$ cat src/rtl/mtd_pkg.sv
// Shared types, character constants and token decode function for the Morse token decoder.
package mtd_pkg;

    localparam logic [7:0] CH_SPACE = 8'h20;
    localparam logic [7:0] CH_NL    = 8'h0A;
    localparam logic [7:0] CH_DOT   = 8'h2E;
    localparam logic [7:0] CH_DASH  = 8'h2D;
    localparam logic [7:0] CH_SLASH = 8'h2F;
    localparam logic [6:0] CH_QMARK = 7'h3F;
    localparam logic [6:0] CH_PERIOD = 7'h2E;
    localparam logic [6:0] CH_HYPHEN = 7'h2D;
    localparam logic [6:0] CH_BLANK = 7'h20;
    localparam logic [6:0] CH_LF    = 7'h0A;

    localparam int unsigned NUM_CODES  = 36;
    localparam int unsigned NUM_LETTERS = 26;
    localparam logic [5:0]  HYPHEN_BITS = 6'h21;

    // dot/dash count per code, letters A..Z then digits 0..9
    localparam logic [2:0] CODE_LEN [NUM_CODES] = '{
        3'd2, 3'd4, 3'd4, 3'd3, 3'd1, 3'd4, 3'd3, 3'd4, 3'd2, 3'd4,
        3'd3, 3'd4, 3'd2, 3'd2, 3'd3, 3'd4, 3'd4, 3'd3, 3'd3, 3'd1,
        3'd3, 3'd4, 3'd3, 3'd4, 3'd4, 3'd4,
        3'd5, 3'd5, 3'd5, 3'd5, 3'd5, 3'd5, 3'd5, 3'd5, 3'd5, 3'd5
    };

    // bit i set when symbol i is a dash
    localparam logic [5:0] CODE_BITS [NUM_CODES] = '{
        6'd2,  6'd1,  6'd5,  6'd1,  6'd0,  6'd4,  6'd3,  6'd0,  6'd0,  6'd14,
        6'd5,  6'd2,  6'd3,  6'd1,  6'd7,  6'd6,  6'd11, 6'd2,  6'd0,  6'd1,
        6'd4,  6'd8,  6'd6,  6'd9,  6'd13, 6'd3,
        6'd31, 6'd30, 6'd28, 6'd24, 6'd16, 6'd0,  6'd1,  6'd3,  6'd7,  6'd15
    };

    typedef struct packed {
        logic [6:0] ch;
        logic       last;
    } mtd_res_t;

    typedef struct packed {
        logic [1:0] cnt;
        mtd_res_t   ent0;
        mtd_res_t   ent1;
    } mtd_push_t;

    function automatic logic [6:0] decode_token(
        input logic [4:0] len,
        input logic [5:0] bits,
        input logic       dd,
        input logic [7:0] b0,
        input logic [7:0] b1
    );
        logic [6:0] res;
        logic       found;
        res   = CH_QMARK;
        found = 1'b0;
        if (dd && len >= 5'd1 && len <= 5'd5) begin
            for (int k = 0; k < NUM_CODES; k++) begin
                if (!found && {2'b00, CODE_LEN[k]} == len && CODE_BITS[k] == bits) begin
                    found = 1'b1;
                    if (k < NUM_LETTERS)
                        res = 7'(65 + k);
                    else
                        res = 7'(48 + k - NUM_LETTERS);
                end
            end
        end else if (dd && len == 5'd6 && bits == HYPHEN_BITS) begin
            res = CH_HYPHEN;
        end else if (len == 5'd2 && b0 == CH_SLASH && b1 == CH_SLASH) begin
            res = CH_PERIOD;
        end else if (len == 5'd1) begin
            if (b0 == CH_SLASH)
                res = CH_BLANK;
            else if (b0 inside {8'h2C, 8'h3F, 8'h21, 8'h22, 8'h28, 8'h29, 8'h27,
                                8'h3A, 8'h3B, 8'h23})
                res = b0[6:0];
        end
        return res;
    endfunction

endpackage

$ cat src/rtl/mtd_out_queue.sv
// Two-entry queue taking up to two results per cycle, one beat out per ready cycle.
module mtd_out_queue
    import mtd_pkg::*;
(
    input  logic       clk,
    input  logic       rst_n,
    input  mtd_push_t  push,
    output logic [1:0] space,
    output logic       m_axis_tvalid,
    input  logic       m_axis_tready,
    output logic [7:0] m_axis_tdata,   // [6:0] char_out, [7] zero
    output logic       m_axis_tlast    // last_of_run
);

    mtd_res_t   mem [2];
    logic       rd_ptr_reg;
    logic       rd_ptr_next;
    logic       wr_ptr_reg;
    logic       wr_ptr_next;
    logic [1:0] count_reg;
    logic [1:0] count_next;
    logic       pop;

    assign pop   = (count_reg != 2'd0) && m_axis_tready;
    assign space = 2'(2'd2 - count_reg + {1'b0, pop});

    assign rd_ptr_next = rd_ptr_reg ^ pop;
    assign wr_ptr_next = wr_ptr_reg ^ push.cnt[0];
    assign count_next  = 2'(count_reg + push.cnt - {1'b0, pop});

    always_ff @(posedge clk or negedge rst_n)
    begin
        if (!rst_n)
        begin
            rd_ptr_reg <= 1'b0;
            wr_ptr_reg <= 1'b0;
            count_reg  <= 2'd0;
        end
        else
        begin
            rd_ptr_reg <= rd_ptr_next;
            wr_ptr_reg <= wr_ptr_next;
            count_reg  <= count_next;
        end
    end

    always_ff @(posedge clk)
    begin
        if (push.cnt != 2'd0)
            mem[wr_ptr_reg] <= push.ent0;
        if (push.cnt == 2'd2)
            mem[~wr_ptr_reg] <= push.ent1;
    end

    assign m_axis_tvalid = (count_reg != 2'd0);
    assign m_axis_tdata  = {1'b0, mem[rd_ptr_reg].ch};
    assign m_axis_tlast  = mem[rd_ptr_reg].last;

endmodule

$ cat src/rtl/morse_token_decoder_unit.sv
// Top level: input register, token tracking and decode, result queue.
// A beat accepted is held in the input register and decoded there once the result
// queue has room; its results then go into the queue, which feeds the master side.
// Throughput: one input beat per cycle while the result queue has room; a newline
// closing a token gives two results, sent one per cycle while m_axis_tready is high.
// Reset (rst_n low, asynchronous): queue empty, no input held, token state cleared.
module morse_token_decoder_unit
    import mtd_pkg::*;
#(
    parameter int MAX_TOKEN_BYTES = 31
)
(
    input  logic       clk,
    input  logic       rst_n,
    input  logic       s_axis_tvalid,
    output logic       s_axis_tready,
    input  logic [7:0] s_axis_tdata,   // [7:0] byte_in
    input  logic       s_axis_tlast,   // end_of_input
    output logic       m_axis_tvalid,
    input  logic       m_axis_tready,
    output logic [7:0] m_axis_tdata,   // [6:0] char_out, [7] zero
    output logic       m_axis_tlast    // last_of_run
);

    localparam logic [4:0] MAX_LEN = 5'(MAX_TOKEN_BYTES);

    logic       in_valid_reg;
    logic       in_valid_next;
    logic [7:0] in_byte_reg;
    logic       in_eoi_reg;

    logic [4:0] len_reg,  len_next;
    logic [5:0] bits_reg, bits_next;
    logic       dd_reg,   dd_next;
    logic [7:0] b0_reg,   b0_next;
    logic [7:0] b1_reg,   b1_next;

    logic [4:0] add_len;
    logic [5:0] add_bits;
    logic       add_dd;
    logic [7:0] add_b0;
    logic [7:0] add_b1;
    logic       is_space;
    logic       is_nl;
    logic       is_add;
    logic       do_flush;
    logic [6:0] dec_char;
    logic [1:0] n_res;
    logic [1:0] space;
    logic       proc;
    logic       accept;
    mtd_push_t  push;

    assign accept        = s_axis_tvalid && s_axis_tready;
    assign proc          = in_valid_reg && (n_res <= space);
    assign s_axis_tready = !in_valid_reg || proc;
    assign in_valid_next = accept ? 1'b1 : (proc ? 1'b0 : in_valid_reg);

    always_ff @(posedge clk or negedge rst_n)
    begin
        if (!rst_n)
        begin
            in_valid_reg <= 1'b0;
            len_reg      <= 5'd0;
            bits_reg     <= 6'd0;
            dd_reg       <= 1'b1;
            b0_reg       <= 8'd0;
            b1_reg       <= 8'd0;
        end
        else
        begin
            in_valid_reg <= in_valid_next;
            len_reg      <= len_next;
            bits_reg     <= bits_next;
            dd_reg       <= dd_next;
            b0_reg       <= b0_next;
            b1_reg       <= b1_next;
        end
    end

    always_ff @(posedge clk)
    begin
        if (accept)
        begin
            in_byte_reg <= s_axis_tdata;
            in_eoi_reg  <= s_axis_tlast;
        end
    end

    assign is_space = (in_byte_reg == CH_SPACE);
    assign is_nl    = (in_byte_reg == CH_NL);
    assign is_add   = !is_space && !is_nl;

    // token state after the held byte is taken in
    always_comb
    begin
        add_len  = len_reg;
        add_bits = bits_reg;
        add_dd   = dd_reg;
        add_b0   = b0_reg;
        add_b1   = b1_reg;
        if (is_add)
        begin
            add_len = 5'(len_reg + 5'd1);
            if (len_reg == 5'd0)
                add_b0 = in_byte_reg;
            else if (len_reg == 5'd1)
                add_b1 = in_byte_reg;
            if (in_byte_reg != CH_DOT && in_byte_reg != CH_DASH)
                add_dd = 1'b0;
            else if (in_byte_reg == CH_DASH && len_reg < 5'd6)
                add_bits = bits_reg | 6'(6'd1 << len_reg[2:0]);
        end
    end

    assign do_flush = (add_len != 5'd0) &&
                      (is_space || is_nl || in_eoi_reg || (is_add && add_len >= MAX_LEN));
    assign dec_char = decode_token(add_len, add_bits, add_dd, add_b0, add_b1);
    assign n_res    = 2'({1'b0, do_flush} + {1'b0, is_nl});

    always_comb
    begin
        len_next  = len_reg;
        bits_next = bits_reg;
        dd_next   = dd_reg;
        b0_next   = b0_reg;
        b1_next   = b1_reg;
        if (proc)
        begin
            if (do_flush)
            begin
                len_next  = 5'd0;
                bits_next = 6'd0;
                dd_next   = 1'b1;
                b0_next   = 8'd0;
                b1_next   = 8'd0;
            end
            else
            begin
                len_next  = add_len;
                bits_next = add_bits;
                dd_next   = add_dd;
                b0_next   = add_b0;
                b1_next   = add_b1;
            end
        end
    end

    always_comb
    begin
        push.cnt       = proc ? n_res : 2'd0;
        push.ent0.ch   = do_flush ? dec_char : CH_LF;
        push.ent0.last = (n_res == 2'd1);
        push.ent1.ch   = CH_LF;
        push.ent1.last = 1'b1;
    end

    mtd_out_queue u_queue (
        .clk           (clk),
        .rst_n         (rst_n),
        .push          (push),
        .space         (space),
        .m_axis_tvalid (m_axis_tvalid),
        .m_axis_tready (m_axis_tready),
        .m_axis_tdata  (m_axis_tdata),
        .m_axis_tlast  (m_axis_tlast)
    );

endmodule

$ cat config.mk
export PLATFORM = sky130hd
export DESIGN_NAME = morse_token_decoder_unit
export DESIGN_NICKNAME = d
export VERILOG_FILES = /design/src/rtl/mtd_pkg.sv /design/src/rtl/mtd_out_queue.sv /design/src/rtl/morse_token_decoder_unit.sv
export SDC_FILE = /design/constraint.sdc
export NUM_CORES = 1
export LEC_CHECK = 0
export BUFFER_PORTS_ARGS = -buffer_cell sky130_fd_sc_hd__buf_2
export CAP_MARGIN = 20
export CORE_MARGIN = 10
export CORE_UTILIZATION = 56
export CTS_CLUSTER_DIAMETER = 80
export DETAILED_ROUTE_END_ITERATION = 8
export PLACE_DENSITY = 0.76
export SYNTH_ARGS = -nofsm -noshare
export SYNTH_HDL_FRONTEND = slang
export SYNTH_SLANG_ARGS = --single-unit
export TNS_END_PERCENT = 30
$ cat constraint.sdc
create_clock -name clk -period 4.4 [get_ports clk]
set_clock_uncertainty 0.1 [all_clocks]
set_input_delay 0.88 -clock clk [delete_from_list [all_inputs] [get_ports clk]]
set_output_delay 0.88 -clock clk [all_outputs]
set_load 0.005 [all_outputs]
### Word level (Yosys, flattened, before mapping)

Memory sizes are Yosys's and may differ from the RTL's.
Cells that the tools add are included.

| word-level totals | value |
|---|---|
| memories | 1 |
| register bits after elaboration | 42 |
| output and inout port bits | 11 |
| word-level logic and storage cells | 345 |
| memory bits (writable) | 16 |

Memories:

| memory | depth | bits a word | rd ports | clocked after memory_dff | write ports | RTL line | text |
|---|---|---|---|---|---|---|---|
| u_queue.mem | 2 | 8 | 1 | 0 | 2 | mtd_out_queue.sv:15 | `mtd_res_t mem [2];` |

| operators by class | value |
|---|---|
| add/sub/neg operators | 6 |
| shift operators | 1 |
| mux-type cells | 136 |
| order comparisons | 5 |
| reduce and logical (&&, ||, !) cells | 134 |
| bitwise logic cells | 4 |
| eq/ne operators | 47 |

Operators with widths:

| operator | number |
|---|---|
| $mux 7 | 43 |
| $eq 8x6->1 const B | 14 |
| $logic_and 1x1->1 | 85 |
| $mux 1 | 79 |
| $mux 8 | 7 |
| $logic_not 1->1 | 38 |
| $eq 4x6->1 const A | 6 |
| $eq 5x6->1 const A | 5 |
| $eq 3x6->1 const A | 4 |
| $mux 6 | 4 |
| $ne 8x6->1 const B | 2 |
| $eq 2x6->1 const A | 2 |
| $eq 2x5->1 const A | 2 |
| $eq 3x5->1 const A | 2 |
| $eq 5x1->1 const B | 2 |
| $mux 5 | 2 |
| $reduce_bool 10->1 | 1 |
| $eq 8x4->1 const B | 1 |
| $eq 1x6->1 const A | 1 |
| $eq 6x6->1 const B | 1 |
| $logic_not 6->1 | 1 |
| $or 6x6->6 | 1 |
| $reduce_bool 2->1 | 3 |
| $shl 1x3->6 const A | 1 |
| 22 further kinds | 26 |

### Logic depth before layout (Yosys ltp)

Gate-level depths: netlist of run 1.

| logic depth | value |
|---|---|
| depth in word-level cells | 185 |
| depth in mapped cells | 20 |

### Hierarchy

A second synthesis of run 1 with hierarchy kept.

| second synthesis, totals | value |
|---|---|
| cell total of the unflattened synthesis | 451 |
| area, all modules | 4264.1 um^2 |

By module, submodules not included:

| module | times used | area an instance (um^2) | cells an instance |
|---|---|---|---|
| morse_token_decoder_unit | 1 | 3229.3 | 384 |
| mtd_out_queue | 1 | 1034.7 | 67 |

### Least setup slack after synthesis of run 1

OpenSTA, ideal clock, no wires.

| timing path | value |
|---|---|
| path kind | reg-to-reg |
| start | register in_byte_reg[6] |
| end | memory u_queue.mem[1][5] in the netlist's numbering |
| period minus slack after synthesis | 4.261 ns |
| arrival | 4.066 ns |
| path buffers | 3 |
| library setup time | 0.095 ns |
| path slack | 0.139 ns |
| stages on the path, launching flop included | 18 |
| path through | edfxtp_1 > or4_4 > or2_1 > buf_6 > nand2_1 > nor2_1 > a311oi_2 > buf_2 > ha_1 > ha_1 > nor2b_1 > o21ai_0 > nand2_1 > a21oi_1 > and3_1 > clkbuf_1 > o311ai_1 > o311ai_1 |

RTL lines:

| item | RTL line | text |
|---|---|---|
| start, declared | morse_token_decoder_unit.sv:29 | `logic [7:0] in_byte_reg;` |
| start signal, assigned | morse_token_decoder_unit.sv:85 | `in_byte_reg <= s_axis_tdata;` |
| end, declared | mtd_out_queue.sv:15 |  |

### Worst setup path after layout of run 1

| timing path | value |
|---|---|
| start | register in_byte_reg[5] |
| end | output s_axis_tready |

| on the way | value |
|---|---|
| longest elaborated chain between the ends | 12 |
| elaborated cells between the ends (all ways) | 17 |
| classes of those cells | add/sub: 1; order compare: 2; eq/ne: 2; mux: 1; reduce/logical: 11 |

Ends and longest elaborated chain:

| item | RTL line | text |
|---|---|---|
| $eq 8x6->1 or $eq 8x4->1 (tied branches) | morse_token_decoder_unit.sv:90, morse_token_decoder_unit.sv:91 |  |
| $logic_not 1->1 | morse_token_decoder_unit.sv:92 | `assign is_add = !is_space && !is_nl;` |
| $logic_and 1x1->1 | morse_token_decoder_unit.sv:92 |  |
| $mux 5 | morse_token_decoder_unit.sv:102 | `if (is_add)` |
| $ge 5x5->1 | morse_token_decoder_unit.sv:117 | `(is_space \|\| is_nl \|\| in_eoi_reg \|\| (is_add && add_len >= MAX_LEN));` |
| $logic_and 1x1->1 | morse_token_decoder_unit.sv:117 |  |
| $logic_or 1x1->1 | morse_token_decoder_unit.sv:117 |  |
| $logic_and 1x1->1 | morse_token_decoder_unit.sv:116 | `assign do_flush = (add_len != 5'd0) &&` |
| $add 1x1->2 * | morse_token_decoder_unit.sv:119 | `assign n_res = 2'({1'b0, do_flush} + {1'b0, is_nl});` |
| $le 2x2->1 * | morse_token_decoder_unit.sv:55 | `assign proc = in_valid_reg && (n_res <= space);` |
| $logic_and 1x1->1 * | morse_token_decoder_unit.sv:55 |  |
| $logic_or 1x1->1 * | morse_token_decoder_unit.sv:56 | `assign s_axis_tready = !in_valid_reg \|\| proc;` |
| end, declared | morse_token_decoder_unit.sv:16 | `output logic s_axis_tready,` |

Mark *: on every way between the ends. The rest lies on a longest branch, timed or not.

==> impl_summary.log, run 1 <==
[metrics] required time at the worst-slack endpoint: 3.42 ns
[metrics] worst-path maximum fanout: 4
[metrics] hold worst-path end: u_queue.mem[1][2]$_SDFFE_PP1P_
[metrics] post-synthesis instance area: 0.00416 sq mm
[metrics] Data arrival, critical path: 3.28 ns
[metrics] Ant. Diodes: 0
[metrics] overflow left after global routing: 0
[metrics] power consumption: 0.00336 W
[metrics] reg-to-reg endpoint: b1_reg[4]$_DFFE_PN0P_
[metrics] share of final-layout standard cells stronger than drive strength 1: 0.230
[metrics] clk sinks: 58
[metrics] number of design rule violations left after detail routing: 0
[metrics] Die Y: 106 um
[metrics] transition time at the pin with the least slew margin: 0.912 ns
[metrics] layout filler cell count: 599
[metrics] dpl hpwl: 9230 um
[metrics] area taken by flip-flops and latches: 0.00142 sq mm
[metrics] part of the power in the clock network: 0.129
[metrics] clk root buf: sky130_fd_sc_hd__clkbuf_8
[metrics] number of enable-type register cells in the synthesized netlist: 9
[metrics] number of buffer cells added on primary ports: 22
[metrics] clock network latency to the later pin of the worst-skew pair: 0.35 ns
[metrics] Reg power frac: 0.269
[metrics] I/O pin cnt: 24
[metrics] startpoint type of the worst setup path: flip-flop
[metrics] final-report hold violation count: 0
[metrics] vias post-DR: 4242
[metrics] hold path start: u_queue.mem[1][2]$_SDFFE_PP1P_
[metrics] wire length of the first global-routing pass: 21000 um
[metrics] time the final worst path needs with I/O delays and setup: 4.26 ns
[metrics] switching part of the total power: 0.477
[metrics] Net Sw Power: 0.00160 W
[metrics] setup slack of the worst register-to-register path: 0.37 ns
[metrics] combined area of the multi-input logic cells: 0.00262 sq mm
[metrics] routability congestion estimate: 1.00
[metrics] Internal Power: 0.00176 W
[metrics] worst slew margin relative to its limit: 0.386
[metrics] TritonCTS clock tree: yes
[metrics] leakage: 1.98 nW
[metrics] routed length per instance: 20.3 um
[metrics] CTS Hold Buffers Added: 0
[metrics] power density cells: 703 mW/mm^2
[metrics] crit path cell chain: or4_4 -> or2_4 -> buf_6 -> nand2_1 -> nor2_2 -> a311oi_2 -> ha_2 -> ha_4 -> nor2b_1 -> o21ai_2 -> inv_2 -> nand2_4 -> buf_6
[metrics] synthesized net count: 505
[metrics] number of antenna violations at the first check in global routing: 0
[metrics] synthesis-stage register bit count: 58
[metrics] horizontal die dimension: 106 um
[metrics] DRT iter0 DRCs: 476
[metrics] run status: finished, final reports clean
[metrics] H-tree levels: 3
[metrics] portion of the clock cycle consumed by the worst path in the final layout: 0.968
[metrics] total CTS buffers: 9
[metrics] area of all placed cells without fillers: 0.00479 sq mm
[metrics] Cell Rows: 31
[metrics] clock input transition at the sequential cells of the worst setup and hold paths: 0.06 ns
[metrics] peak supply drop: 0.470 mV
[metrics] Post-DRT Antenna Nets: 0
[metrics] worst flop-to-flop path startpoint: in_byte_reg[5]$_DFFE_PP_
[metrics] Setup violations, final: 0
[metrics] Yosys warning count: 0
[metrics] Starting Density: 0.573
[metrics] final net count: 546
[metrics] kind of end point of the critical path: output port
[metrics] signed area change from the synthesized netlist to the final layout: 15.1%
[metrics] via count of the first global-routing pass: 4137
[metrics] depth of the worst register-to-register path: 14
[metrics] Total Die Area: 0.0113 sq mm
[metrics] distinct cell type count of the synthesized netlist: 83
[metrics] path type of the worst min-delay path: flip-flop to flip-flop
[metrics] global-route usage over all layers: 0.225
[metrics] kind of critical path: flip-flop to output port
[metrics] core area: 0.00725 sq mm
[metrics] critical path's most frequent cell: sky130_fd_sc_hd__buf_6
[metrics] largest net degree at the start of global routing: 34
[metrics] Max Clk Rate: 235 MHz
[metrics] per-cell via count in the routed design: 6.78
[metrics] max incr delay on CP: 0.51 ns
[metrics] Initial DRT Pass Iterations: 5
[metrics] Post-Synthesis Mean Instance Area: 8.64 sq um
[metrics] CP max-delay cell: sky130_fd_sc_hd__or4_4
[metrics] Post-Place Cell Area: 0.00440 sq mm
[metrics] proportion of synthesized flip-flops having asynchronous set or reset: 0.569
[metrics] most common flop cell mapped by yosys: sky130_fd_sc_hd__dfrtp_1
[metrics] Post-Syn Instances: 481
[metrics] sequential-to-total area share from yosys stat: 0.341
[metrics] cell depth of the worst min-delay path: 2
[metrics] largest reg by FF count: u_queue.mem
[metrics] final WL: 12700 um
[metrics] number of flip-flops under the largest register name: 16
[metrics] total count of max-transition violations in the final report: 0
[metrics] max-cap viol count: 0
[metrics] combinational group share of total power: 0.603
[metrics] number of buffers on the longest clock path: 2
-- power groups by stage --
stage | combinational [W] | sequential, W | clock (W)
global placement | 0.00178 | 0.000892 | 0
CTS | 0.00188 | 0.000892 | 0.000444
global route | 0.00220 | 0.000925 | 0.000465
floorplan | 0.00136 | 0.000830 | 0
detailed placement | 0.00182 | 0.000903 | 0
finish | 0.00203 | 0.000904 | 0.000432
-- worst max-delay path: cells and delay by family, from the launching register on --
| kind | cells | cell delay, ns |
|---|---|---|
| AND/OR/NAND/NOR | 6 | 1.16 |
| adder cells (fa/ha/maj) | 2 | 0.51 |
| buffers and inverters | 3 | 0.29 |
| AO/OA/AOI/OAI | 2 | 0.52 |
| flip-flops | 1 | 0.44 |
-- synth_stat cells (8+ instances only) --
master,count,area (sq um)
sky130_fd_sc_hd__dfxtp_1,16,320
sky130_fd_sc_hd__nand3_1,13,65.1
sky130_fd_sc_hd__inv_1,17,63.8
sky130_fd_sc_hd__a22o_1,14,123
sky130_fd_sc_hd__nor3_1,20,100
sky130_fd_sc_hd__dfrtp_1,32,801
sky130_fd_sc_hd__o31ai_1,15,113
sky130_fd_sc_hd__ha_1,11,138
sky130_fd_sc_hd__edfxtp_1,9,270
sky130_fd_sc_hd__clkbuf_1,15,56.3
sky130_fd_sc_hd__o22ai_1,9,56.3
sky130_fd_sc_hd__nor2_1,24,90.1
sky130_fd_sc_hd__o21ai_0,25,125
sky130_fd_sc_hd__and2_1,8,50.1
sky130_fd_sc_hd__buf_2,8,40.0
sky130_fd_sc_hd__mux2i_1,10,100
sky130_fd_sc_hd__nand2_1,57,214
sky130_fd_sc_hd__a21oi_1,22,110
-- metal layers --
layer  track usage  wire (um)  vias to the layer above
li1              -          -                     1952
met1         0.284       5080                     1990
met2         0.359       6090                      242
met3        0.0380       1010                       58
met4         0.120        504                        0
met5             0          0                        -
-- worst max-delay path by stage --
stage	startpoint	to	cells past startpoint
after floorplan	in_byte_reg[6]$_DFFE_PP_	u_queue.mem[1][5]$_SDFFE_PP0P_	17
after global placement	len_reg[1]$_DFFE_PN0P_	s_axis_tready	13
after detailed placement	len_reg[1]$_DFFE_PN0P_	b1_reg[0]$_DFFE_PN0P_	14
after CTS	in_byte_reg[1]$_DFFE_PP_	s_axis_tready	13
after global routing	len_reg[0]$_DFFE_PN0P_	s_axis_tready	14
final	in_byte_reg[5]$_DFFE_PP_	s_axis_tready	13
-- area by class of cell --
type | instances | share of cell area
tap | 99 | 0.0259
clock inverter | 5 | 0.00627
multi-input combinational | 379 | 0.547
inverter | 18 | 0.0165
clock buffer | 11 | 0.0295
timing repair buffer | 56 | 0.0784
sequential | 58 | 0.297
-- placed cells by master, fill, tap and decap left out, types with 5 or more instances in the layout --
master / instances
sky130_fd_sc_hd__nand2_1: 55
sky130_fd_sc_hd__buf_4: 33
sky130_fd_sc_hd__dfrtp_1: 30
sky130_fd_sc_hd__o21ai_0: 24
sky130_fd_sc_hd__nor2_1: 22
sky130_fd_sc_hd__a21oi_1: 22
sky130_fd_sc_hd__buf_2: 21
sky130_fd_sc_hd__nor3_1: 19
sky130_fd_sc_hd__dfxtp_1: 16
sky130_fd_sc_hd__o31ai_1: 15
sky130_fd_sc_hd__inv_1: 14
sky130_fd_sc_hd__a22o_1: 14
sky130_fd_sc_hd__nand3_1: 13
sky130_fd_sc_hd__mux2i_1: 10
sky130_fd_sc_hd__clkbuf_8: 10
sky130_fd_sc_hd__o22ai_1: 9
sky130_fd_sc_hd__edfxtp_1: 9
sky130_fd_sc_hd__and2_1: 7
sky130_fd_sc_hd__a22oi_1: 7
sky130_fd_sc_hd__xnor2_1: 7
sky130_fd_sc_hd__mux2_2: 7
sky130_fd_sc_hd__a31oi_1: 6
sky130_fd_sc_hd__nand4_1: 6
sky130_fd_sc_hd__nor4_1: 6
sky130_fd_sc_hd__and3_1: 6
sky130_fd_sc_hd__a32oi_1: 6
sky130_fd_sc_hd__ha_1: 6
sky130_fd_sc_hd__nand2b_1: 5
sky130_fd_sc_hd__a41oi_1: 5
sky130_fd_sc_hd__a41o_1: 5
-- through the flow --
stage | std cells | setup WS (ns) | setup TNS [ns] | hold WS, ns | utilization
floorplan | 481 | 0.139 | 0 | 0.319 | -
global placement | 593 | 0.261 | 0 | 0.336 | 0.606
detailed placement | 593 | 0.103 | 0 | 0.342 | 0.606
CTS | 610 | 0.0355 | 0 | 0.354 | 0.636
global route | 626 | -0.0248 | -0.0248 | 0.380 | 0.660
finish | 626 | 0.140 | 0 | 0.354 | 0.660
-- cell families after synthesis --
group / share of synthesized area
other: 0.000902
AND/OR/NAND/NOR: 0.228
AO/OA/AOI/OAI: 0.288
adder cells (fa/ha/maj): 0.0331
flip-flops: 0.341
XOR/XNOR: 0.0190
buffers and inverters: 0.0469
multiplexers: 0.0430
-- timing repair --
action                     in CTS  in global routing
setup buffers                   1                 16
pin swaps                       0                  6
resized for setup              10                 15
setup endpoints to repair       1                  2
(Power assumes the default switching activity.)
==> inputs of run 2 (changes only) <==
Settings changed: CORE_ASPECT_RATIO set to 0.75, CORE_UTILIZATION 56 to 58, PLACE_DENSITY 0.76 to 0.75.
Clock period 4.4 ns to 4.3 ns, I/O delays scaled along.
==> run 2 against run 1 <==
Die area down 2.5%. Clock power is 16% higher. First-iteration DRC count rose by 24%. Register-to-register slack barely moved. Critical path depth unchanged. Highest routed layer unchanged. Largest power group unchanged.
==> impl_summary.log, run 2 (synthesized netlist as in run 1, its figures left out) <==
[metrics] leakage: 1.98 nW
[metrics] kind of end point of the critical path: output port
[metrics] kind of critical path: flip-flop to output port
[metrics] portion of the clock cycle consumed by the worst path in the final layout: 0.977
[metrics] most frequent cells in the layout: sky130_fd_sc_hd__nand2_1 (55), sky130_fd_sc_hd__buf_4 (34), sky130_fd_sc_hd__dfrtp_1 (31), sky130_fd_sc_hd__o21ai_0 (24), sky130_fd_sc_hd__nor2_1 (23)
[metrics] I/O pin cnt: 24
[metrics] switching part of the total power: 0.470
[metrics] Setup violations, final: 0
[metrics] area taken by flip-flops and latches: 0.00142 sq mm
[metrics] CP max-delay cell: sky130_fd_sc_hd__dfrtp_2
[metrics] Total Die Area: 0.0110 sq mm
[metrics] clock network latency to the later pin of the worst-skew pair: 0.34 ns
[metrics] total CTS buffers: 9
[metrics] combined area of the multi-input logic cells: 0.00262 sq mm
[metrics] worst-path maximum fanout: 6
[metrics] Net Sw Power: 0.00164 W
[metrics] peak supply drop: 0.494 mV
[metrics] Ant. Diodes: 0
[metrics] time the final worst path needs with I/O delays and setup: 4.20 ns
[metrics] CTS Hold Buffers Added: 0
[metrics] number of design rule violations left after detail routing: 0
[metrics] worst slack, placed: 0.0919 ns
[metrics] Max Clk Rate: 238 MHz
[metrics] part of the power in the clock network: 0.143
[metrics] routability congestion estimate: 0.980
[metrics] clk root buf: sky130_fd_sc_hd__clkbuf_8
[metrics] clock input transition at the sequential cells of the worst setup and hold paths: 0.07 ns
[metrics] final net count: 546
[metrics] kind of cell adding the most delay to the critical path: adder cells
[metrics] clk sinks: 58
[metrics] Cell Rows: 26
[metrics] transition time at the pin with the least slew margin: 0.840 ns
[metrics] startpoint type of the worst setup path: flip-flop
[metrics] TritonCTS clock tree: yes
[metrics] wire length of the first global-routing pass: 20500 um
[metrics] worst slew margin relative to its limit: 0.434
[metrics] Initial DRT Pass Iterations: 7
[metrics] number of buffer cells added on primary ports: 22
[metrics] number of buffers on the longest clock path: 2
[metrics] Reg power frac: 0.263
[metrics] per-cell via count in the routed design: 6.78
[metrics] required time at the worst-slack endpoint: 3.34 ns
[metrics] dpl hpwl: 9260 um
[metrics] Internal Power: 0.00185 W
[metrics] via count of the first global-routing pass: 4060
[metrics] max-cap viol count: 0
[metrics] largest reg by FF count: u_queue.mem
[metrics] H-tree levels: 3
[metrics] run status: finished, final reports clean
[metrics] DRT iter0 DRCs: 592
[metrics] Data arrival, critical path: 3.24 ns
[metrics] Hold WS: 0.355 ns
[metrics] power density cells: 728 mW/mm^2
[metrics] final worst slack: 0.0968 ns
[metrics] crit path cell chain: ha_2 -> ha_1 -> nor2_2 -> a41o_1 -> nor2_1 -> a311oi_2 -> ha_2 -> ha_4 -> nor2b_1 -> o21ai_2 -> inv_1 -> nand2_2 -> buf_2
[metrics] largest net degree at the start of global routing: 34
[metrics] count of buffering cells on the critical path with inverters included: 2
[metrics] vias post-DR: 4235
[metrics] number of flip-flops under the largest register name: 16
[metrics] most common cell after layout, fill and taps aside: sky130_fd_sc_hd__nand2_1
[metrics] combinational group share of total power: 0.594
[metrics] Die Y: 93.3 um
[metrics] share of final-layout standard cells stronger than drive strength 1: 0.218
[metrics] horizontal die dimension: 118 um
[metrics] Post-DRT Antenna Nets: 0
[metrics] total count of max-transition violations in the final report: 0
[metrics] Starting Density: 0.603
[metrics] path type of the worst min-delay path: flip-flop to flip-flop
[metrics] global-route usage over all layers: 0.224
[metrics] signed area change from the synthesized netlist to the final layout: 15.2%
[metrics] overflow left after global routing: 0
[metrics] number of antenna violations at the first check in global routing: 0
[metrics] max incr delay on CP: 0.46 ns
[metrics] routed length per instance: 20.2 um
[metrics] critical path's most frequent cell: sky130_fd_sc_hd__ha_2
[metrics] layout filler cell count: 546
[metrics] final WL: 12600 um
[metrics] core area: 0.00690 sq mm
[metrics] final-report hold violation count: 0
[run 2: area by class of cell]
cell class                 count  area share
timing repair buffer          56      0.0763
clock buffer                   9      0.0259
clock inverter                 7      0.0146
inverter                      18      0.0152
multi-input combinational    379       0.546
sequential                    58       0.296
tap                           98      0.0256
[run 2: worst register-to-register path, stage by stage (launching register included)]
cell and delay [ns]:
sky130_fd_sc_hd__dfrtp_2 0.46, sky130_fd_sc_hd__ha_2 0.23, sky130_fd_sc_hd__ha_1 0.32, sky130_fd_sc_hd__nor2_2 0.16, sky130_fd_sc_hd__a41o_1 0.19, sky130_fd_sc_hd__nor2_1 0.07
sky130_fd_sc_hd__a311oi_2 0.32, sky130_fd_sc_hd__ha_2 0.32, sky130_fd_sc_hd__ha_4 0.22, sky130_fd_sc_hd__nor2b_1 0.14, sky130_fd_sc_hd__o21ai_2 0.19, sky130_fd_sc_hd__and2_1 0.32
sky130_fd_sc_hd__nand2b_1 0.15, sky130_fd_sc_hd__nor2_1 0.44, sky130_fd_sc_hd__a22o_1 0.23
[run 2: worst paths after layout]
kind	endpoint	slack [ns]	from	cells after the start
setup / recovery	s_axis_tready	0.1	len_reg[1]$_DFFE_PN0P_	13
hold / removal	u_queue.mem[1][4]$_SDFFE_PP1P_	0.35	u_queue.mem[1][4]$_SDFFE_PP1P_	2
setup reg to reg	b1_reg[6]$_DFFE_PN0P_	0.38	len_reg[1]$_DFFE_PN0P_	14
hold reg to reg	u_queue.mem[1][4]$_SDFFE_PP1P_	0.35	u_queue.mem[1][4]$_SDFFE_PP1P_	2
max in group asynchronous	len_reg[1]$_DFFE_PN0P_	3.14	rst_n	1
min in group asynchronous	bits_reg[2]$_DFFE_PN0P_	0.47	rst_n	1
[run 2: metrics by stage]
step	TNS (ns)	utilization	instance area (sq um)	instances	power (W)
final	0	0.694	4790	625	0.00349
after global routing	-0.0226	0.694	4790	625	0.00375
after CTS	0	0.678	4670	616	0.00334
after detailed placement	0	0.646	4460	600	0.00282
after global placement	0	0.646	4460	600	0.00279
after floorplan	0	-	4160	481	0.00224
[run 2: what timing repair did]
| item | 4_1_cts | 5_1_grt |
|---|---|---|
| gates resized for setup | 7 | 10 |
| endpoints found under the setup margin | 1 | 2 |
| setup buffers | 0 | 9 |
| pin swaps | 0 | 6 |
[run 2: per-layer routing]
metal / up-vias / global-route usage / wire length [um]
li1: 1953 / - / -
met1: 1997 / 0.294 / 5700
met2: 246 / 0.344 / 5460
met3: 39 / 0.0661 / 1140
met4: 0 / 0.0780 / 338
met5: - / 0 / 0
[run 2: power groups by stage]
stage          clock [W]  sequential, W  combinational, W
6_report        0.000500       0.000916           0.00207
5_1_grt         0.000534       0.000940           0.00227
4_1_cts         0.000507       0.000903           0.00193
3_5_place_dp           0       0.000910           0.00191
3_3_place_gp           0       0.000906           0.00188
2_1_floorplan          0       0.000850           0.00139
==> inputs of run 3 (changes only) <==
Settings changed: ABC_AREA set to 1, CORE_MARGIN 10 to not set, SKIP_CTS_REPAIR_TIMING set to 1.
==> run 3 against run 2 <==
Sequential cell count is the same. Non-clock buffer count shrank 17. Register-to-register slack got worse by 0.04 ns. Critical path depth up 4. Fmax is 2.0% higher. Sequential power shrank 2.4%. Core utilization decreased by 0.69 points. Critical endpoint unchanged. Design area fell by 0.99%. Final cell count increased by 21%. Combinational power rose by 15%. Synthesized cell count increased by 28%. First-iteration DRC count decreased by 53%.
==> impl_summary.log, run 3 <==
[metrics] main area contributors after synthesis: sky130_fd_sc_hd__dfrtp_1 (19%), sky130_fd_sc_hd__nand2_1 (13%), sky130_fd_sc_hd__dfxtp_1 (7.6%), sky130_fd_sc_hd__inv_1 (7.4%), sky130_fd_sc_hd__edfxtp_1 (6.4%)
[metrics] max-cap viol count: 0
[metrics] Starting Density: 0.609
[metrics] Post-DRT Antenna Nets: 0
[metrics] worst slew margin relative to its limit: 0.501
[metrics] Setup violations, final: 0
[metrics] power density cells: 790 mW/mm^2
[metrics] Total Die Area: 0.00759 sq mm
[metrics] clock input transition at the sequential cells of the worst setup and hold paths: 0.07 ns
[metrics] required time at the worst-slack endpoint: 3.34 ns
[metrics] via count of the first global-routing pass: 3614
[metrics] DRT iter0 DRCs: 280
[metrics] path type of the worst min-delay path: flip-flop to flip-flop
[metrics] portion of the clock cycle consumed by the worst path in the final layout: 0.958
[metrics] final WL: 11000 um
[metrics] kind of end point of the critical path: output port
[metrics] clock network latency to the later pin of the worst-skew pair: 0.34 ns
[metrics] H-tree levels: 3
[metrics] Initial DRT Pass Iterations: 5
[metrics] post-synthesis cell type with the largest combined area: sky130_fd_sc_hd__dfrtp_1
[metrics] routed length per instance: 14.5 um
[metrics] number of buffer cells added on primary ports: 22
[metrics] kind of critical path: flip-flop to output port
[metrics] Data arrival, critical path: 3.16 ns
[metrics] overflow left after global routing: 0
[metrics] run status: finished, final reports clean
[metrics] Max Clk Rate: 243 MHz
[metrics] wire length of the first global-routing pass: 17500 um
[metrics] largest reg by FF count: u_queue.mem
[metrics] Yosys warning count: 0
[metrics] proportion of synthesized flip-flops having asynchronous set or reset: 0.569
[metrics] clk sinks: 58
[metrics] per-cell via count in the routed design: 5.59
[metrics] cell with the most instances after synthesis: sky130_fd_sc_hd__nand2_1
[metrics] number of antenna violations at the first check in global routing: 0
[metrics] core area: 0.00690 sq mm
[metrics] power consumption: 0.00375 W
[metrics] distinct cell type count of the synthesized netlist: 47
[metrics] I/O pin cnt: 24
[metrics] vias post-DR: 4241
[metrics] Die Y: 75.7 um
[metrics] setup slack of the worst register-to-register path: 0.34 ns
[metrics] clk root buf: sky130_fd_sc_hd__clkbuf_8
[metrics] most common flop cell mapped by yosys: sky130_fd_sc_hd__dfrtp_1
[metrics] peak supply drop: 0.522 mV
[metrics] Ant. Diodes: 0
[metrics] layout filler cell count: 613
[metrics] sequential-to-total area share from yosys stat: 0.338
[metrics] commonest cells in the netlist: sky130_fd_sc_hd__nand2_1 (150), sky130_fd_sc_hd__inv_1 (83), sky130_fd_sc_hd__o21ai_0 (54)
[metrics] synthesized net count: 639
[metrics] final core utilization: 0.687
[metrics] global-route usage over all layers: 0.302
[metrics] horizontal die dimension: 100 um
[metrics] number of buffers on the longest clock path: 2
[metrics] transition time at the pin with the least slew margin: 0.748 ns
[metrics] TritonCTS clock tree: yes
[metrics] number of enable-type register cells in the synthesized netlist: 9
[metrics] final-report hold violation count: 0
[metrics] time the final worst path needs with I/O delays and setup: 4.12 ns
[metrics] leakage: 2.29 nW
[metrics] Post-Syn Instances: 615
[metrics] worst-path maximum fanout: 5
[metrics] synthesis-stage register bit count: 58
[metrics] worst slack, placed: 0.220 ns
[metrics] final worst slack: 0.179 ns
[metrics] startpoint type of the worst setup path: flip-flop
[metrics] largest net degree at the start of global routing: 34
[metrics] post-synth top area share: 0.191
[metrics] dpl hpwl: 8110 um
[metrics] signed area change from the synthesized netlist to the final layout: 12.9%
[metrics] post-synthesis instance area: 0.00420 sq mm
[metrics] most frequent cells in the layout: sky130_fd_sc_hd__nand2_1 (148), sky130_fd_sc_hd__inv_1 (80), sky130_fd_sc_hd__o21ai_0 (54), sky130_fd_sc_hd__nor2_1 (52), sky130_fd_sc_hd__nand3_1 (44)
[metrics] number of flip-flops under the largest register name: 16
[metrics] number of design rule violations left after detail routing: 0
[metrics] share of final-layout standard cells stronger than drive strength 1: 0.201
[metrics] Cell Rows: 26
[metrics] final net count: 680
[metrics] total count of max-transition violations in the final report: 0
[metrics] most common cell after layout, fill and taps aside: sky130_fd_sc_hd__nand2_1
[metrics] total CTS buffers: 9
[metrics] Post-Synthesis Mean Instance Area: 6.83 sq um
[metrics] routability congestion estimate: 1.01
==> run 3: changes by cell type after synthesis, moves of 10 or more <==
cell / previous run / this run
sky130_fd_sc_hd__inv_1: 17 / 83
sky130_fd_sc_hd__inv_2: 0 / 11
sky130_fd_sc_hd__a22o_1: 14 / 0
sky130_fd_sc_hd__nand2_1: 57 / 150
sky130_fd_sc_hd__o21ai_0: 25 / 54
sky130_fd_sc_hd__nand3_1: 13 / 44
sky130_fd_sc_hd__nor2_1: 24 / 53
sky130_fd_sc_hd__nor2_2: 1 / 13
sky130_fd_sc_hd__o31ai_1: 15 / 1
sky130_fd_sc_hd__mux2i_1: 10 / 0
sky130_fd_sc_hd__nand2_2: 1 / 16
sky130_fd_sc_hd__nand4_1: 6 / 19
==> run 3: power by group <==
| part | internal (W) | switching [W] | total (W) |
|---|---|---|---|
| sequential | 0.000774 | 0.000120 | 0.000894 |
| combinational | 0.000788 | 0.00159 | 0.00238 |
| clock | 0.000226 | 0.000243 | 0.000469 |
| total | 0.00179 | 0.00196 | 0.00375 |
==> run 3: path summary, 6_finish.rpt <==
kind / start / to / cells after the start
min in group asynchronous: rst_n / len_reg[2]$_DFFE_PN0P_ / 1
max: in_byte_reg[4]$_DFFE_PP_ / s_axis_tready / 17
max reg2reg: in_byte_reg[4]$_DFFE_PP_ / b0_reg[4]$_DFFE_PN0P_ / 21
min reg2reg: u_queue.mem[1][3]$_SDFFE_PP0P_ / u_queue.mem[1][3]$_SDFFE_PP0P_ / 2
min: u_queue.mem[1][3]$_SDFFE_PP0P_ / u_queue.mem[1][3]$_SDFFE_PP0P_ / 2
max in group asynchronous: rst_n / len_reg[0]$_DFFE_PN0P_ / 1
==> run 3: cell families (layout without fill, tap and decap cells) <==
family                   count (synthesis)  count (layout)  share of synthesized area
other                                    1               1                   0.000893
adder cells (fa/ha/maj)                 11              11                     0.0328
XOR/XNOR                                 5               5                     0.0104
buffers and inverters                  108             153                      0.100
AND/OR/NAND/NOR                        344             345                      0.399
flip-flops                              58              58                      0.338
AO/OA/AOI/OAI                           88              88                      0.119
==> run 3: cell type report <==
type | count | area, sq um | share of cell area
sequential | 58 | 1420 | 0.300
clock inverter | 6 | 37.5 | 0.00792
clock buffer | 10 | 138 | 0.0290
multi-input combinational | 450 | 2420 | 0.510
timing repair buffer | 39 | 238 | 0.0501
tap | 98 | 123 | 0.0259
inverter | 98 | 368 | 0.0776
==> run 3: critical path: stages, from the launching register on <==
cell and delay (ns):
sky130_fd_sc_hd__edfxtp_1 0.42, sky130_fd_sc_hd__inv_2 0.12, sky130_fd_sc_hd__nand2_1 0.10, sky130_fd_sc_hd__nor2_4 0.15
sky130_fd_sc_hd__buf_4 0.13, sky130_fd_sc_hd__nand2_2 0.09, sky130_fd_sc_hd__nand3_1 0.09, sky130_fd_sc_hd__nand2_1 0.08
sky130_fd_sc_hd__inv_2 0.10, sky130_fd_sc_hd__nor4_2 0.06, sky130_fd_sc_hd__nor3_1 0.29, sky130_fd_sc_hd__nor2_2 0.13
sky130_fd_sc_hd__ha_2 0.37, sky130_fd_sc_hd__inv_2 0.06, sky130_fd_sc_hd__ha_1 0.28, sky130_fd_sc_hd__nand2_1 0.08
sky130_fd_sc_hd__o211ai_1 0.12, sky130_fd_sc_hd__buf_2 0.15
==> run 3: layer usage <==
layer | global-route usage | part of all wire | routed length [um] | vias to the layer above
met5 | 0 | 0 | 0 | -
met4 | 0.0564 | 0.0078 | 86 | 0
met3 | 0.0697 | 0.082 | 894 | 13
met2 | 0.458 | 0.43 | 4750 | 155
met1 | 0.445 | 0.48 | 5240 | 1975
li1 | - | - | - | 2098
==> run 3: metrics by stage <==
stage | TNS (ns) | hold slack (ns) | area, sq um | std cells
global route | -0.234 | 0.380 | 4740 | 759
global placement | 0 | 0.342 | 4450 | 733
floorplan | 0 | 0.326 | 4200 | 615
CTS | -0.0432 | 0.360 | 4620 | 749
detailed placement | 0 | 0.349 | 4450 | 733
finish | 0 | 0.366 | 4740 | 759
